File: src/hdl/ukst_pkg.sv
// Constants, types and small helpers for the UK summer-time clock.
// Used by the pipeline control and the top level; depends on nothing.
package ukst_pkg;

  // Pipeline depth, output register included
  localparam int unsigned NUM_STAGES = 15;

  // Beat widths
  localparam int unsigned IN_W  = 32;
  localparam int unsigned OUT_W = 24;

  // Time constants
  localparam int unsigned SECS_PER_DAY  = 86400;
  localparam int unsigned SECS_PER_HOUR = 3600;
  localparam int unsigned SECS_PER_MIN  = 60;
  localparam int unsigned DAYS_PER_YEAR = 365;

  // Reciprocals for constant division (value, shift noted beside each)
  localparam int unsigned RECIP_675   = 6362914; // (t >> 7) / 675, shift 32
  localparam int unsigned RECIP_1460  = 367720;  // shift 29
  localparam int unsigned RECIP_365   = 367720;  // shift 27
  localparam int unsigned RECIP_7     = 74899;   // shift 19
  localparam int unsigned RECIP_3600  = 74566;   // shift 28
  localparam int unsigned RECIP_60    = 4370;    // shift 18

  // Era handling: epoch day 11017 is 2000-03-01
  localparam int unsigned ERA5_FIRST_DAY = 11017;
  localparam int unsigned ERA4_DOE_SHIFT = 135080;
  localparam int unsigned ERA_LAST_DOE   = 146096;
  localparam int unsigned CENTURY_DAYS   = 36524;
  localparam int unsigned JAN_FIRST_DOY  = 306;
  localparam int unsigned ERA4_YEAR      = 1600;
  localparam int unsigned ERA5_YEAR      = 2000;

  // 31 March from the era base: era 5 adds 11017 + 30, era 4 drops 135080 - 30
  localparam int unsigned MAR31_ERA5_ADD = 11047;
  localparam int unsigned MAR31_ERA4_SUB = 135050;
  localparam int unsigned MAR_TO_OCT     = 214;
  localparam int unsigned THURSDAY       = 4;
  localparam int unsigned WEEK_DAYS      = 7;

  typedef struct packed {
    logic [NUM_STAGES-1:0] load;
    logic [NUM_STAGES-1:0] valid;
  } pipe_ctl_t;

  // Whole centuries in a day-of-era value (0..4)
  function automatic logic [2:0] div_century(input logic [17:0] doe);
    logic [2:0] n;
    n = 3'd0;
    if (doe >= 18'(CENTURY_DAYS))     n = 3'd1;
    if (doe >= 18'(2 * CENTURY_DAYS)) n = 3'd2;
    if (doe >= 18'(3 * CENTURY_DAYS)) n = 3'd3;
    if (doe >= 18'(4 * CENTURY_DAYS)) n = 3'd4;
    return n;
  endfunction

  // Year-of-era divided by 100 (0..3)
  function automatic logic [1:0] div_hundred(input logic [8:0] yoe);
    logic [1:0] n;
    n = 2'd0;
    if (yoe >= 9'd100) n = 2'd1;
    if (yoe >= 9'd200) n = 2'd2;
    if (yoe >= 9'd300) n = 2'd3;
    return n;
  endfunction

endpackage

File: src/hdl/uk_summer_time_local_clock.sv
// UK civil time from a UTC timestamp: the top level and its datapath stages.
// Depends on ukst_pkg and ukst_pipe_ctl.
//
// Takes one UTC timestamp (seconds since 1970) per beat and returns one beat with
// the British Summer Time flag and the local hour, minute and second. The block
// accepts a new timestamp every cycle unless a stall on the output side has backed
// up to the input; each result passes through the 15-stage pipeline (day split,
// calendar year, last-Sunday search, offset and time-of-day split). A stall on
// the output side holds the pipeline, and empty stages still fill while the output
// waits.
module uk_summer_time_local_clock (
  input  logic        clk,
  input  logic        rst,
  input  logic        s_tvalid,
  output logic        s_tready,
  input  logic [31:0] s_tdata,  // [31:0] utc_seconds
  output logic        m_tvalid,
  input  logic        m_tready,
  output logic [23:0] m_tdata   // [0] summer_time, [5:1] local_hour,
                                // [11:6] local_minute, [17:12] local_second, [23:18] zero
);
  import ukst_pkg::*;

  pipe_ctl_t ctl;

  ukst_pipe_ctl u_ctl (
    .clk       (clk),
    .rst       (rst),
    .in_valid  (s_tvalid),
    .in_ready  (s_tready),
    .out_ready (m_tready),
    .ctl       (ctl)
  );

  // Stage 0: estimate day number by reciprocal of 675 on t >> 7
  logic [47:0] day_prod;
  logic [31:0] t0;
  logic [15:0] q0;

  assign day_prod = 48'(s_tdata[31:7]) * 48'(RECIP_675);

  always_ff @(posedge clk) begin
    if (ctl.load[0]) begin
      t0 <= s_tdata;
      q0 <= day_prod[47:32];
    end
  end

  // Stage 1: form estimate times seconds per day
  logic [32:0] day_mul;
  logic [31:0] t1;
  logic [15:0] q1;
  logic [31:0] p1;

  assign day_mul = 33'(q0) * 33'(SECS_PER_DAY);

  always_ff @(posedge clk) begin
    if (ctl.load[1]) begin
      t1 <= t0;
      q1 <= q0;
      p1 <= day_mul[31:0];
    end
  end

  // Stage 2: correct the estimate by at most one day
  logic [31:0] rem_full;
  logic [17:0] rem_day;
  logic [15:0] day2;
  logic [16:0] sod2;

  assign rem_full = t1 - p1;
  assign rem_day  = rem_full[17:0];

  always_ff @(posedge clk) begin
    if (ctl.load[2]) begin
      if (rem_day >= 18'(SECS_PER_DAY)) begin
        day2 <= q1 + 16'd1;
        sod2 <= 17'(rem_day - 18'(SECS_PER_DAY));
      end else begin
        day2 <= q1;
        sod2 <= rem_day[16:0];
      end
    end
  end

  // Stage 3: split into 400-year era and day of era
  logic        era5_now;
  logic [17:0] doe3;
  logic        era3;
  logic [15:0] day3;
  logic [16:0] sod3;

  assign era5_now = day2 >= 16'(ERA5_FIRST_DAY);

  always_ff @(posedge clk) begin
    if (ctl.load[3]) begin
      doe3 <= era5_now ? 18'(day2) - 18'(ERA5_FIRST_DAY)
                       : 18'(day2) + 18'(ERA4_DOE_SHIFT);
      era3 <= era5_now;
      day3 <= day2;
      sod3 <= sod2;
    end
  end

  // Stage 4: leap-cycle corrections of day of era
  logic [36:0] quad_prod;
  logic [6:0]  a4;
  logic [2:0]  b4;
  logic        c4;
  logic [17:0] doe4;
  logic        era4;
  logic [15:0] day4;
  logic [16:0] sod4;

  assign quad_prod = 37'(doe3) * 37'(RECIP_1460);

  always_ff @(posedge clk) begin
    if (ctl.load[4]) begin
      a4   <= quad_prod[35:29];
      b4   <= div_century(doe3);
      c4   <= doe3 == 18'(ERA_LAST_DOE);
      doe4 <= doe3;
      era4 <= era3;
      day4 <= day3;
      sod4 <= sod3;
    end
  end

  // Stage 5: year of era by reciprocal of 365
  logic [17:0] yoe_num;
  logic [35:0] yoe_prod;
  logic [8:0]  yoe5;
  logic [17:0] doe5;
  logic        era5;
  logic [15:0] day5;
  logic [16:0] sod5;

  assign yoe_num  = doe4 - 18'(a4) + 18'(b4) - 18'(c4);
  assign yoe_prod = 36'(yoe_num) * 36'(RECIP_365);

  always_ff @(posedge clk) begin
    if (ctl.load[5]) begin
      yoe5 <= yoe_prod[35:27];
      doe5 <= doe4;
      era5 <= era4;
      day5 <= day4;
      sod5 <= sod4;
    end
  end

  // Stage 6: day of year, then calendar year (January and February roll over)
  logic [17:0] yoe_days;
  logic [17:0] doy;
  logic        jan_feb;
  logic [11:0] year6;
  logic [15:0] day6;
  logic [16:0] sod6;

  assign yoe_days = 18'(yoe5) * 18'(DAYS_PER_YEAR) + 18'(yoe5[8:2])
                  - 18'(div_hundred(yoe5));
  assign doy      = doe5 - yoe_days;
  assign jan_feb  = doy >= 18'(JAN_FIRST_DOY);

  always_ff @(posedge clk) begin
    if (ctl.load[6]) begin
      year6 <= 12'(yoe5) + (era5 ? 12'(ERA5_YEAR) : 12'(ERA4_YEAR)) + 12'(jan_feb);
      day6  <= day5;
      sod6  <= sod5;
    end
  end

  // Stage 7: epoch day of 31 March of that year
  logic        yr_era5;
  logic [11:0] yr_off;
  logic [8:0]  yr_yoe;
  logic [17:0] yr_base;
  logic [15:0] mar7;
  logic [15:0] day7;
  logic [16:0] sod7;

  assign yr_era5 = year6 >= 12'(ERA5_YEAR);
  assign yr_off  = year6 - (yr_era5 ? 12'(ERA5_YEAR) : 12'(ERA4_YEAR));
  assign yr_yoe  = yr_off[8:0];
  assign yr_base = 18'(yr_yoe) * 18'(DAYS_PER_YEAR) + 18'(yr_yoe[8:2])
                 - 18'(div_hundred(yr_yoe));

  always_ff @(posedge clk) begin
    if (ctl.load[7]) begin
      mar7 <= yr_era5 ? 16'(yr_base + 18'(MAR31_ERA5_ADD))
                      : 16'(yr_base - 18'(MAR31_ERA4_SUB));
      day7 <= day6;
      sod7 <= sod6;
    end
  end

  // Stage 8: weekday quotient by reciprocal of 7
  logic [16:0] wk_num7;
  logic [33:0] wk_prod;
  logic [12:0] wq8;
  logic [15:0] mar8;
  logic [15:0] day8;
  logic [16:0] sod8;

  assign wk_num7 = 17'(mar7) + 17'(THURSDAY);
  assign wk_prod = 34'(wk_num7) * 34'(RECIP_7);

  always_ff @(posedge clk) begin
    if (ctl.load[8]) begin
      wq8  <= wk_prod[31:19];
      mar8 <= mar7;
      day8 <= day7;
      sod8 <= sod7;
    end
  end

  // Stage 9: step back to the last Sunday of March and of October
  logic [16:0] wk_num8;
  logic [16:0] wk_rem;
  logic [2:0]  wd_mar;
  logic [2:0]  wd_oct;
  logic [15:0] sd9;
  logic [15:0] ed9;
  logic [15:0] day9;
  logic [16:0] sod9;

  assign wk_num8 = 17'(mar8) + 17'(THURSDAY);
  assign wk_rem  = wk_num8 - 17'(wq8) * 17'(WEEK_DAYS);
  assign wd_mar  = wk_rem[2:0];
  // October 31 falls 214 days on, four weekdays later
  assign wd_oct  = (wd_mar >= 3'(WEEK_DAYS - THURSDAY)) ? wd_mar - 3'(WEEK_DAYS - THURSDAY)
                                                        : wd_mar + 3'(THURSDAY);

  always_ff @(posedge clk) begin
    if (ctl.load[9]) begin
      sd9  <= mar8 - 16'(wd_mar);
      ed9  <= mar8 + 16'(MAR_TO_OCT) - 16'(wd_oct);
      day9 <= day8;
      sod9 <= sod8;
    end
  end

  // Stage 10: compare against both 01:00 UTC instants, apply the offset
  logic        after_start;
  logic        before_end;
  logic        bst_now;
  logic [17:0] tod_sum;
  logic        bst10;
  logic [16:0] tod10;

  assign after_start = (day9 > sd9) || ((day9 == sd9) && (sod9 >= 17'(SECS_PER_HOUR)));
  assign before_end  = (day9 < ed9) || ((day9 == ed9) && (sod9 < 17'(SECS_PER_HOUR)));
  assign bst_now     = after_start && before_end;
  assign tod_sum     = 18'(sod9) + (bst_now ? 18'(SECS_PER_HOUR) : 18'd0);

  always_ff @(posedge clk) begin
    if (ctl.load[10]) begin
      bst10 <= bst_now;
      // Wrap past midnight
      tod10 <= (tod_sum >= 18'(SECS_PER_DAY)) ? 17'(tod_sum - 18'(SECS_PER_DAY))
                                              : tod_sum[16:0];
    end
  end

  // Stage 11: hour by reciprocal of 3600
  logic [33:0] hr_prod;
  logic [4:0]  hr11;
  logic [16:0] tod11;
  logic        bst11;

  assign hr_prod = 34'(tod10) * 34'(RECIP_3600);

  always_ff @(posedge clk) begin
    if (ctl.load[11]) begin
      hr11  <= hr_prod[32:28];
      tod11 <= tod10;
      bst11 <= bst10;
    end
  end

  // Stage 12: seconds within the hour
  logic [16:0] hr_secs;
  logic [16:0] hr_rem;
  logic [11:0] rem12;
  logic [4:0]  hr12;
  logic        bst12;

  assign hr_secs = 17'(hr11) * 17'(SECS_PER_HOUR);
  assign hr_rem  = tod11 - hr_secs;

  always_ff @(posedge clk) begin
    if (ctl.load[12]) begin
      rem12 <= hr_rem[11:0];
      hr12  <= hr11;
      bst12 <= bst11;
    end
  end

  // Stage 13: minute by reciprocal of 60
  logic [24:0] mn_prod;
  logic [5:0]  mn13;
  logic [11:0] rem13;
  logic [4:0]  hr13;
  logic        bst13;

  assign mn_prod = 25'(rem12) * 25'(RECIP_60);

  always_ff @(posedge clk) begin
    if (ctl.load[13]) begin
      mn13  <= mn_prod[23:18];
      rem13 <= rem12;
      hr13  <= hr12;
      bst13 <= bst12;
    end
  end

  // Stage 14: second and output register
  logic [11:0] sec_full;
  logic        summer_time;
  logic [4:0]  local_hour;
  logic [5:0]  local_minute;
  logic [5:0]  local_second;

  assign sec_full = rem13 - 12'(mn13) * 12'(SECS_PER_MIN);

  always_ff @(posedge clk) begin
    if (ctl.load[14]) begin
      summer_time  <= bst13;
      local_hour   <= hr13;
      local_minute <= mn13;
      local_second <= sec_full[5:0];
    end
  end

  assign m_tvalid = ctl.valid[NUM_STAGES-1];
  assign m_tdata  = {6'd0, local_second, local_minute, local_hour, summer_time};

endmodule

File: src/hdl/ukst_pipe_ctl.sv
// Valid and load control for the clock pipeline, with bubble collapsing.
// Depends on ukst_pkg.
module ukst_pipe_ctl (
  input  logic              clk,
  input  logic              rst,
  input  logic              in_valid,
  output logic              in_ready,
  input  logic              out_ready,
  output ukst_pkg::pipe_ctl_t ctl
);
  import ukst_pkg::*;

  logic [NUM_STAGES-1:0] valid;
  logic [NUM_STAGES-1:0] valid_next;
  logic [NUM_STAGES:0]   rdy;

  // A stage may load when it is empty or the stage after it moves
  always_comb begin
    rdy[NUM_STAGES] = out_ready;
    for (int i = NUM_STAGES - 1; i >= 0; i--) begin
      rdy[i] = !valid[i] || rdy[i+1];
    end
  end

  assign valid_next = {valid[NUM_STAGES-2:0], in_valid};

  // Advance valid bits stage by stage
  always_ff @(posedge clk) begin
    if (rst) begin
      valid <= '0;
    end else begin
      for (int i = 0; i < NUM_STAGES; i++) begin
        if (rdy[i]) begin
          valid[i] <= valid_next[i];
        end
      end
    end
  end

  assign in_ready  = rdy[0];
  assign ctl.load  = rdy[NUM_STAGES-1:0];
  assign ctl.valid = valid;

endmodule

File: config.mk
export PLATFORM = sky130hd
export DESIGN_NAME = uk_summer_time_local_clock
export DESIGN_NICKNAME = d
export VERILOG_FILES = /design/src/hdl/ukst_pkg.sv /design/src/hdl/uk_summer_time_local_clock.sv /design/src/hdl/ukst_pipe_ctl.sv
export SDC_FILE = /design/constraint.sdc
export NUM_CORES = 2
export LEC_CHECK = 0
export BUFFER_PORTS_ARGS = -buffer_cell sky130_fd_sc_hd__buf_2
export CAP_MARGIN = 20
export CORE_MARGIN = 2
export CORE_UTILIZATION = 61
export DETAILED_ROUTE_END_ITERATION = 12
export GPL_TIMING_DRIVEN = 0
export PLACE_DENSITY_LB_ADDON = 0.15
export SKIP_CTS_REPAIR_TIMING = 1
export SLEW_MARGIN = 20
export SYNTH_ARGS = -nofsm -noshare
export SYNTH_HDL_FRONTEND = slang
export SYNTH_SLANG_ARGS = --single-unit
File: constraint.sdc
create_clock -name clk -period 23.2 [get_ports clk]
set_input_delay 2.32 -clock clk [delete_from_list [all_inputs] [get_ports clk]]
set_output_delay 2.32 -clock clk [all_outputs]
set_load 0.02 [all_outputs]
-- After elaboration in Yosys (flattened, before gate mapping)
Cells that the tools add are included.
W data, S select, Z words.
- flip-flop bits (word level): 614
- input bits: 36
- output and inout bits: 26
- $add $sub $neg: 30
- $mul: 12
- $lt $le $gt $ge: 20
- equality and inequality tests: 3
- muxes and demuxes: 18
- reductions and logical operators: 35
- operators with widths (cell ; number):
    $ge A18 B17 Y1 const B ; 4
    $mul A18 B16 Y33 const B ; 2
    $mul A25 B22 Y47 const B ; 1
    $sub A18 B18 Y18 ; 2
    $mux W17 ; 2
    $sub A17 B17 Y17 const B ; 2
    $eq A16 B16 Y1 ; 2
    $mul A17 B16 Y32 const B ; 1
    $mul A17 B17 Y32 const B ; 1
    $mux W16 ; 2
    $sub A16 B3 Y16 ; 2
    $mul A12 B12 Y23 const B ; 1
    $add A16 B18 Y18 const B ; 1
    $add A17 B12 Y18 ; 1
    $add A18 B3 Y18 ; 1
    $add A18 B7 Y18 ; 1
    $eq A18 B18 Y1 const B ; 1
    $ge A18 B16 Y1 const B ; 1
    $ge A18 B18 Y1 const B ; 1
    $ge A18 B9 Y1 const B ; 1
    $ge A9 B7 Y1 const B ; 2
    $ge A9 B8 Y1 const B ; 2
    $ge A9 B9 Y1 const B ; 2
    $mul A9 B9 Y18 const B ; 1
    other kinds (40) ; 81

-- Logic depth before layout (Yosys ltp)
- depth in word-level cells: 16
- depth in mapped cells: 38

-- Hierarchy
From an unflattened synthesis, not the netlist that was laid out.
- cells, all modules: 4900
- area, all modules: 57507.7 um^2
- modules (own cells, without submodules) (module ; instances ; cells an instance ; area an instance (um^2) ; seq. area each (um^2)):
    uk_summer_time_local_clock ; 1 ; 4824 ; 56847.0 ; 17656.9
    ukst_pipe_ctl ; 1 ; 76 ; 660.6 ; 300.3

-- Least setup slack after synthesis
No wires, ideal clock.
- kind: flip-flop to flip-flop
- start: reg b4[0]
- end: reg yoe5[8] (data pin)
- library setup time: 0.268 ns
- arrival: 8.706 ns
- setup slack: 14.227 ns
- cell stages (with the launch flop): 37
- buffers on the path: 0
- period minus slack after synthesis: 8.973 ns
- cells stage by stage: edfxtp_1 fa_1 inv_1 fa_1 inv_1 ha_1 inv_1 fa_1 nor2b_1 o21ai_0 a21boi_0 o21a_1 o22ai_1 o31ai_1 o21ai_0 nand2b_1 xor2_1 fa_1 ha_1 inv_1 fa_1 fa_1 inv_1 fa_1 inv_1 fa_1 inv_1 ha_1 nand2_1 o21ai_0 nor4_1 a21oi_1 o41ai_2 o211a_1 a21oi_1 nor2_1 xnor3_1
- longest elaborated chain between the ends: 3
- RTL lines (item ; RTL line ; RTL):
    start, declared ; uk_summer_time_local_clock.sv:108 ; logic [2:0] b4;
    start signal, assigned ; uk_summer_time_local_clock.sv:120 ; b4 <= div_century(doe3);
    $add A18 B3 Y18 ; uk_summer_time_local_clock.sv:138 ; assign yoe_num = doe4 - 18'(a4) + 18'(b4) - 18'(c4);
    $sub A18 B1 Y18 ; uk_summer_time_local_clock.sv:138 ;
    $mul A18 B16 Y33 ; uk_summer_time_local_clock.sv:139 ; assign yoe_prod = 36'(yoe_num) * 36'(RECIP_365);
    named net yoe_prod[35] ; uk_summer_time_local_clock.sv:131 ; logic [35:0] yoe_prod;
    end signal, assigned ; uk_summer_time_local_clock.sv:143 ; yoe5 <= yoe_prod[35:27];
    end, declared ; uk_summer_time_local_clock.sv:132 ; logic [8:0] yoe5;
The timed path passes the listed nets, and every way through them passes these cells.
A chain may end at the register's enable or synchronous reset.

-- Final worst setup path
Ends and elaborated chain as after synthesis.

==> flow_metrics.tcl <==
set metrics [dict create \
    tightest_slew_ps 997 \
    maxSlewViolCount 0 \
    status "finished, final reports clean" \
    hp-class "reg2reg" \
    grt_pass1_wl_um 177000 \
    endpoint "yoe5[8]$_DFFE_PP_" \
    fin_tns_setup_ps 0 \
    crit_start "b4[0]$_SDFFCE_PP0P_" \
    portBuffers 55 \
    drc 0 \
    pin_count 62 \
    clock_path_buffers 3 \
    drt_first_pass_iters 5 \
    synth.distinct_cells 90 \
    rr_worst_depth 36 \
    clk_pin_slew_worst_paths_ps 70 \
    yosys-top-cells-count "1,176 x ha_1, 1,079 x inv_1, 588 x edfxtp_1" \
    arrival_ps 10450 \
    clock_latency_ps 650 \
    slowest_delay_ps 690 \
    critPathMaxFanout 10 \
    via_count 33000 \
    cts_tree "yes" \
    rsz0062_at_grt "false" \
    dieArea_mm2 0.0954 \
    worst-setup-path-type "reg2reg" \
    routed_wl_um 105000 \
    core.rowCount 111 \
    synth_top_area_share_pct 31.1 \
    worstSetupStartpointType "register" \
    drive_gt1_share_pct 4.64 \
    crit_top_cell "fa_1" \
    grt_remaining_overflow 0 \
    synth-main-ff-cell "edfxtp_1" \
    syn_area_mm2 0.0567 \
    ys_seq_elements 603 \
    yosysTopAreaCell "edfxtp_1" \
    start_util_pct 61.7 \
    yosysSeqAreaShare_pct 31.7 \
    setup_viol 0 \
    grt_use_total_pct 23.3 \
    cts_sinks 603 \
    hold_violations 0 \
    grt_pass1_vias 34900 \
    numCtsBuffers 59 \
    synth_edf_count 588 \
    maxSlewHeadroom_pct 33.1 \
    n_antenna_cell 0 \
    cp-end-kind "register" \
    yosys_warnings 0 \
    cap_violations 0 \
    place_hpwl_um 86000 \
    avgSynthCellArea_um2 11.9 \
    async_reset_ff_share_pct 0 \
    period_needed_ps 10070 \
    drtIter0Drc 1627 \
    detail_route.wl_per_cell_um 17.0 \
    root_buffer "clkbuf_16" \
    design.final.nets 6667 \
    area_delta_synth_final_pct 7.27 \
    synth.top_cells.by_area "edfxtp_1 31%, ha_1 26%, fa_1 20%, inv_1 7.1%, xnor2_1 3.2%" \
    grt_max_degree 53 \
    required_ps 23580 \
    die_y_um 309 \
    r2r-end "yoe5[8]$_DFFE_PP_" \
    core_area_mm2 0.0919 \
    dieWidth_um 309 \
    r2r_slack_ps 13130 \
    finClkSkew_ps 47.8 \
    r2r_start "b4[0]$_SDFFCE_PP0P_" \
    fin_crit_sh_pct 43.4 \
    synth.most_common_cell "ha_1" \
    htree_num_levels 2 \
    gp_congestion 0.912 \
    via_per_inst 5.34 \
    antenna_found_initial 1 \
    synth_cells 4759 \
    max_freq_mhz 99.3 \
    final_antenna_net_count 0 \
    critPathSlowestCell "xor2_2" \
]
[registers in the layout (all words and copies together) (netlist names), 17 cells and up]
| name | count |
|---|---|
| doe3 | 18 |
| doe4 | 18 |
| doe5 | 18 |
| sod2 | 17 |
| sod3 | 17 |
| sod4 | 17 |
| sod5 | 17 |
| sod6 | 17 |
| sod7 | 17 |
| sod8 | 17 |
| sod9 | 17 |
| t0 | 18 |
| t1 | 18 |
| tod10 | 17 |
[worst min-delay path by stage]
stage | start | endpoint | slack [ps] | cells after the start
4_1_cts | tod11[3]$_DFFE_PP_ | rem12[3]$_DFFE_PP_ | 400 | 0
5_1_grt | tod11[3]$_DFFE_PP_ | rem12[3]$_DFFE_PP_ | 400 | 0
6_report | tod11[3]$_DFFE_PP_ | rem12[3]$_DFFE_PP_ | 390 | 0
2_1_floorplan | bst10$_DFFE_PP_ | bst11$_DFFE_PP_ | 400 | 0
3_5_place_dp | day3[0]$_DFFE_PP_ | day4[0]$_DFFE_PP_ | 400 | 0
3_3_place_gp | sod4[4]$_DFFE_PP_ | sod5[4]$_DFFE_PP_ | 400 | 0
[worst max-delay path, delay by kind of cell, from the launching register on]
family          cells  cell delay [ps]
xor+xnor            2             1010
simple gates        5              730
fa+ha+maj          11             4750
flops               1              400
compound gates     11             2510
buf+inv             7              410
[area by class of cell]
| class | count | area, µm² |
|---|---|---|
| Inverter | 1079 | 4060 |
| Buffer | 26 | 133 |
| Tap cell | 1243 | 1560 |
| Multi-Input combinational cell | 3056 | 34700 |
| Clock inverter | 44 | 444 |
| Sequential cell | 603 | 18000 |
| Clock buffer | 65 | 1500 |
| Timing Repair Buffer | 65 | 477 |
| Fill cell | 7005 | 31100 |
[stage by stage]
stage | setup slack (ps) | instances | hold slack [ps] | util, % | area (µm²)
2_1_floorplan | 14230 | 4764 | 400 | - | 56700
3_3_place_gp | 12910 | 6062 | 401 | 63.7 | 58600
3_5_place_dp | 13110 | 6072 | 405 | 64.0 | 58900
4_1_cts | 13090 | 6181 | 398 | 66.1 | 60800
5_1_grt | 12510 | 6181 | 404 | 66.2 | 60800
6_report | 13130 | 6181 | 393 | 66.2 | 60800
[logic make-up (layout without fill, tap and decap cells)]
logic type	after synthesis	after routing	synth area share, %
adder cells (fa/ha/maj)	1741	1741	45.9
buffers and inverters	1105	1279	7.38
flip-flops	603	603	31.7
AO/OA/AOI/OAI	518	518	5.99
AND/OR/NAND/NOR	493	493	4.40
XOR/XNOR	286	286	4.45
multiplexers	12	12	0.221
other	1	6	0.00661
[placed cells by master, fill, tap and decap left out, types with 7 or more instances in the layout]
cell type / count
clkinv_2: 7
a21o_1: 69
a21oi_1: 157
nand4_1: 44
clkbuf_16: 59
o21ai_0: 79
dfxtp_1: 15
nand2b_1: 23
buf_2: 59
a211oi_1: 21
clkbuf_1: 20
xor2_1: 77
a211o_1: 9
inv_1: 1076
edfxtp_1: 588
ha_1: 1176
nor4_1: 11
xnor2_2: 8
o211ai_1: 17
nand2_1: 102
nand3_1: 56
buf_4: 9
and3_1: 27
o21a_1: 21
nor2b_1: 28
clkinvlp_4: 10
mux2i_1: 8
fa_1: 565
inv_6: 10
o21bai_1: 22
nor3_1: 34
nor2_1: 114
o31ai_1: 10
o21ai_1: 15
a31oi_1: 18
xnor2_1: 197
[routing by layer]
layer / routed length (µm) / track usage [%]
met4: 1680 / 4.78
met3: 2890 / 2.02
met1: 48400 / 31.9
met2: 52400 / 40.9
met5: 0 / 0
Power is not shown: default switching activity piles up to over one toggle a cycle in this logic, so the estimate is an artifact.
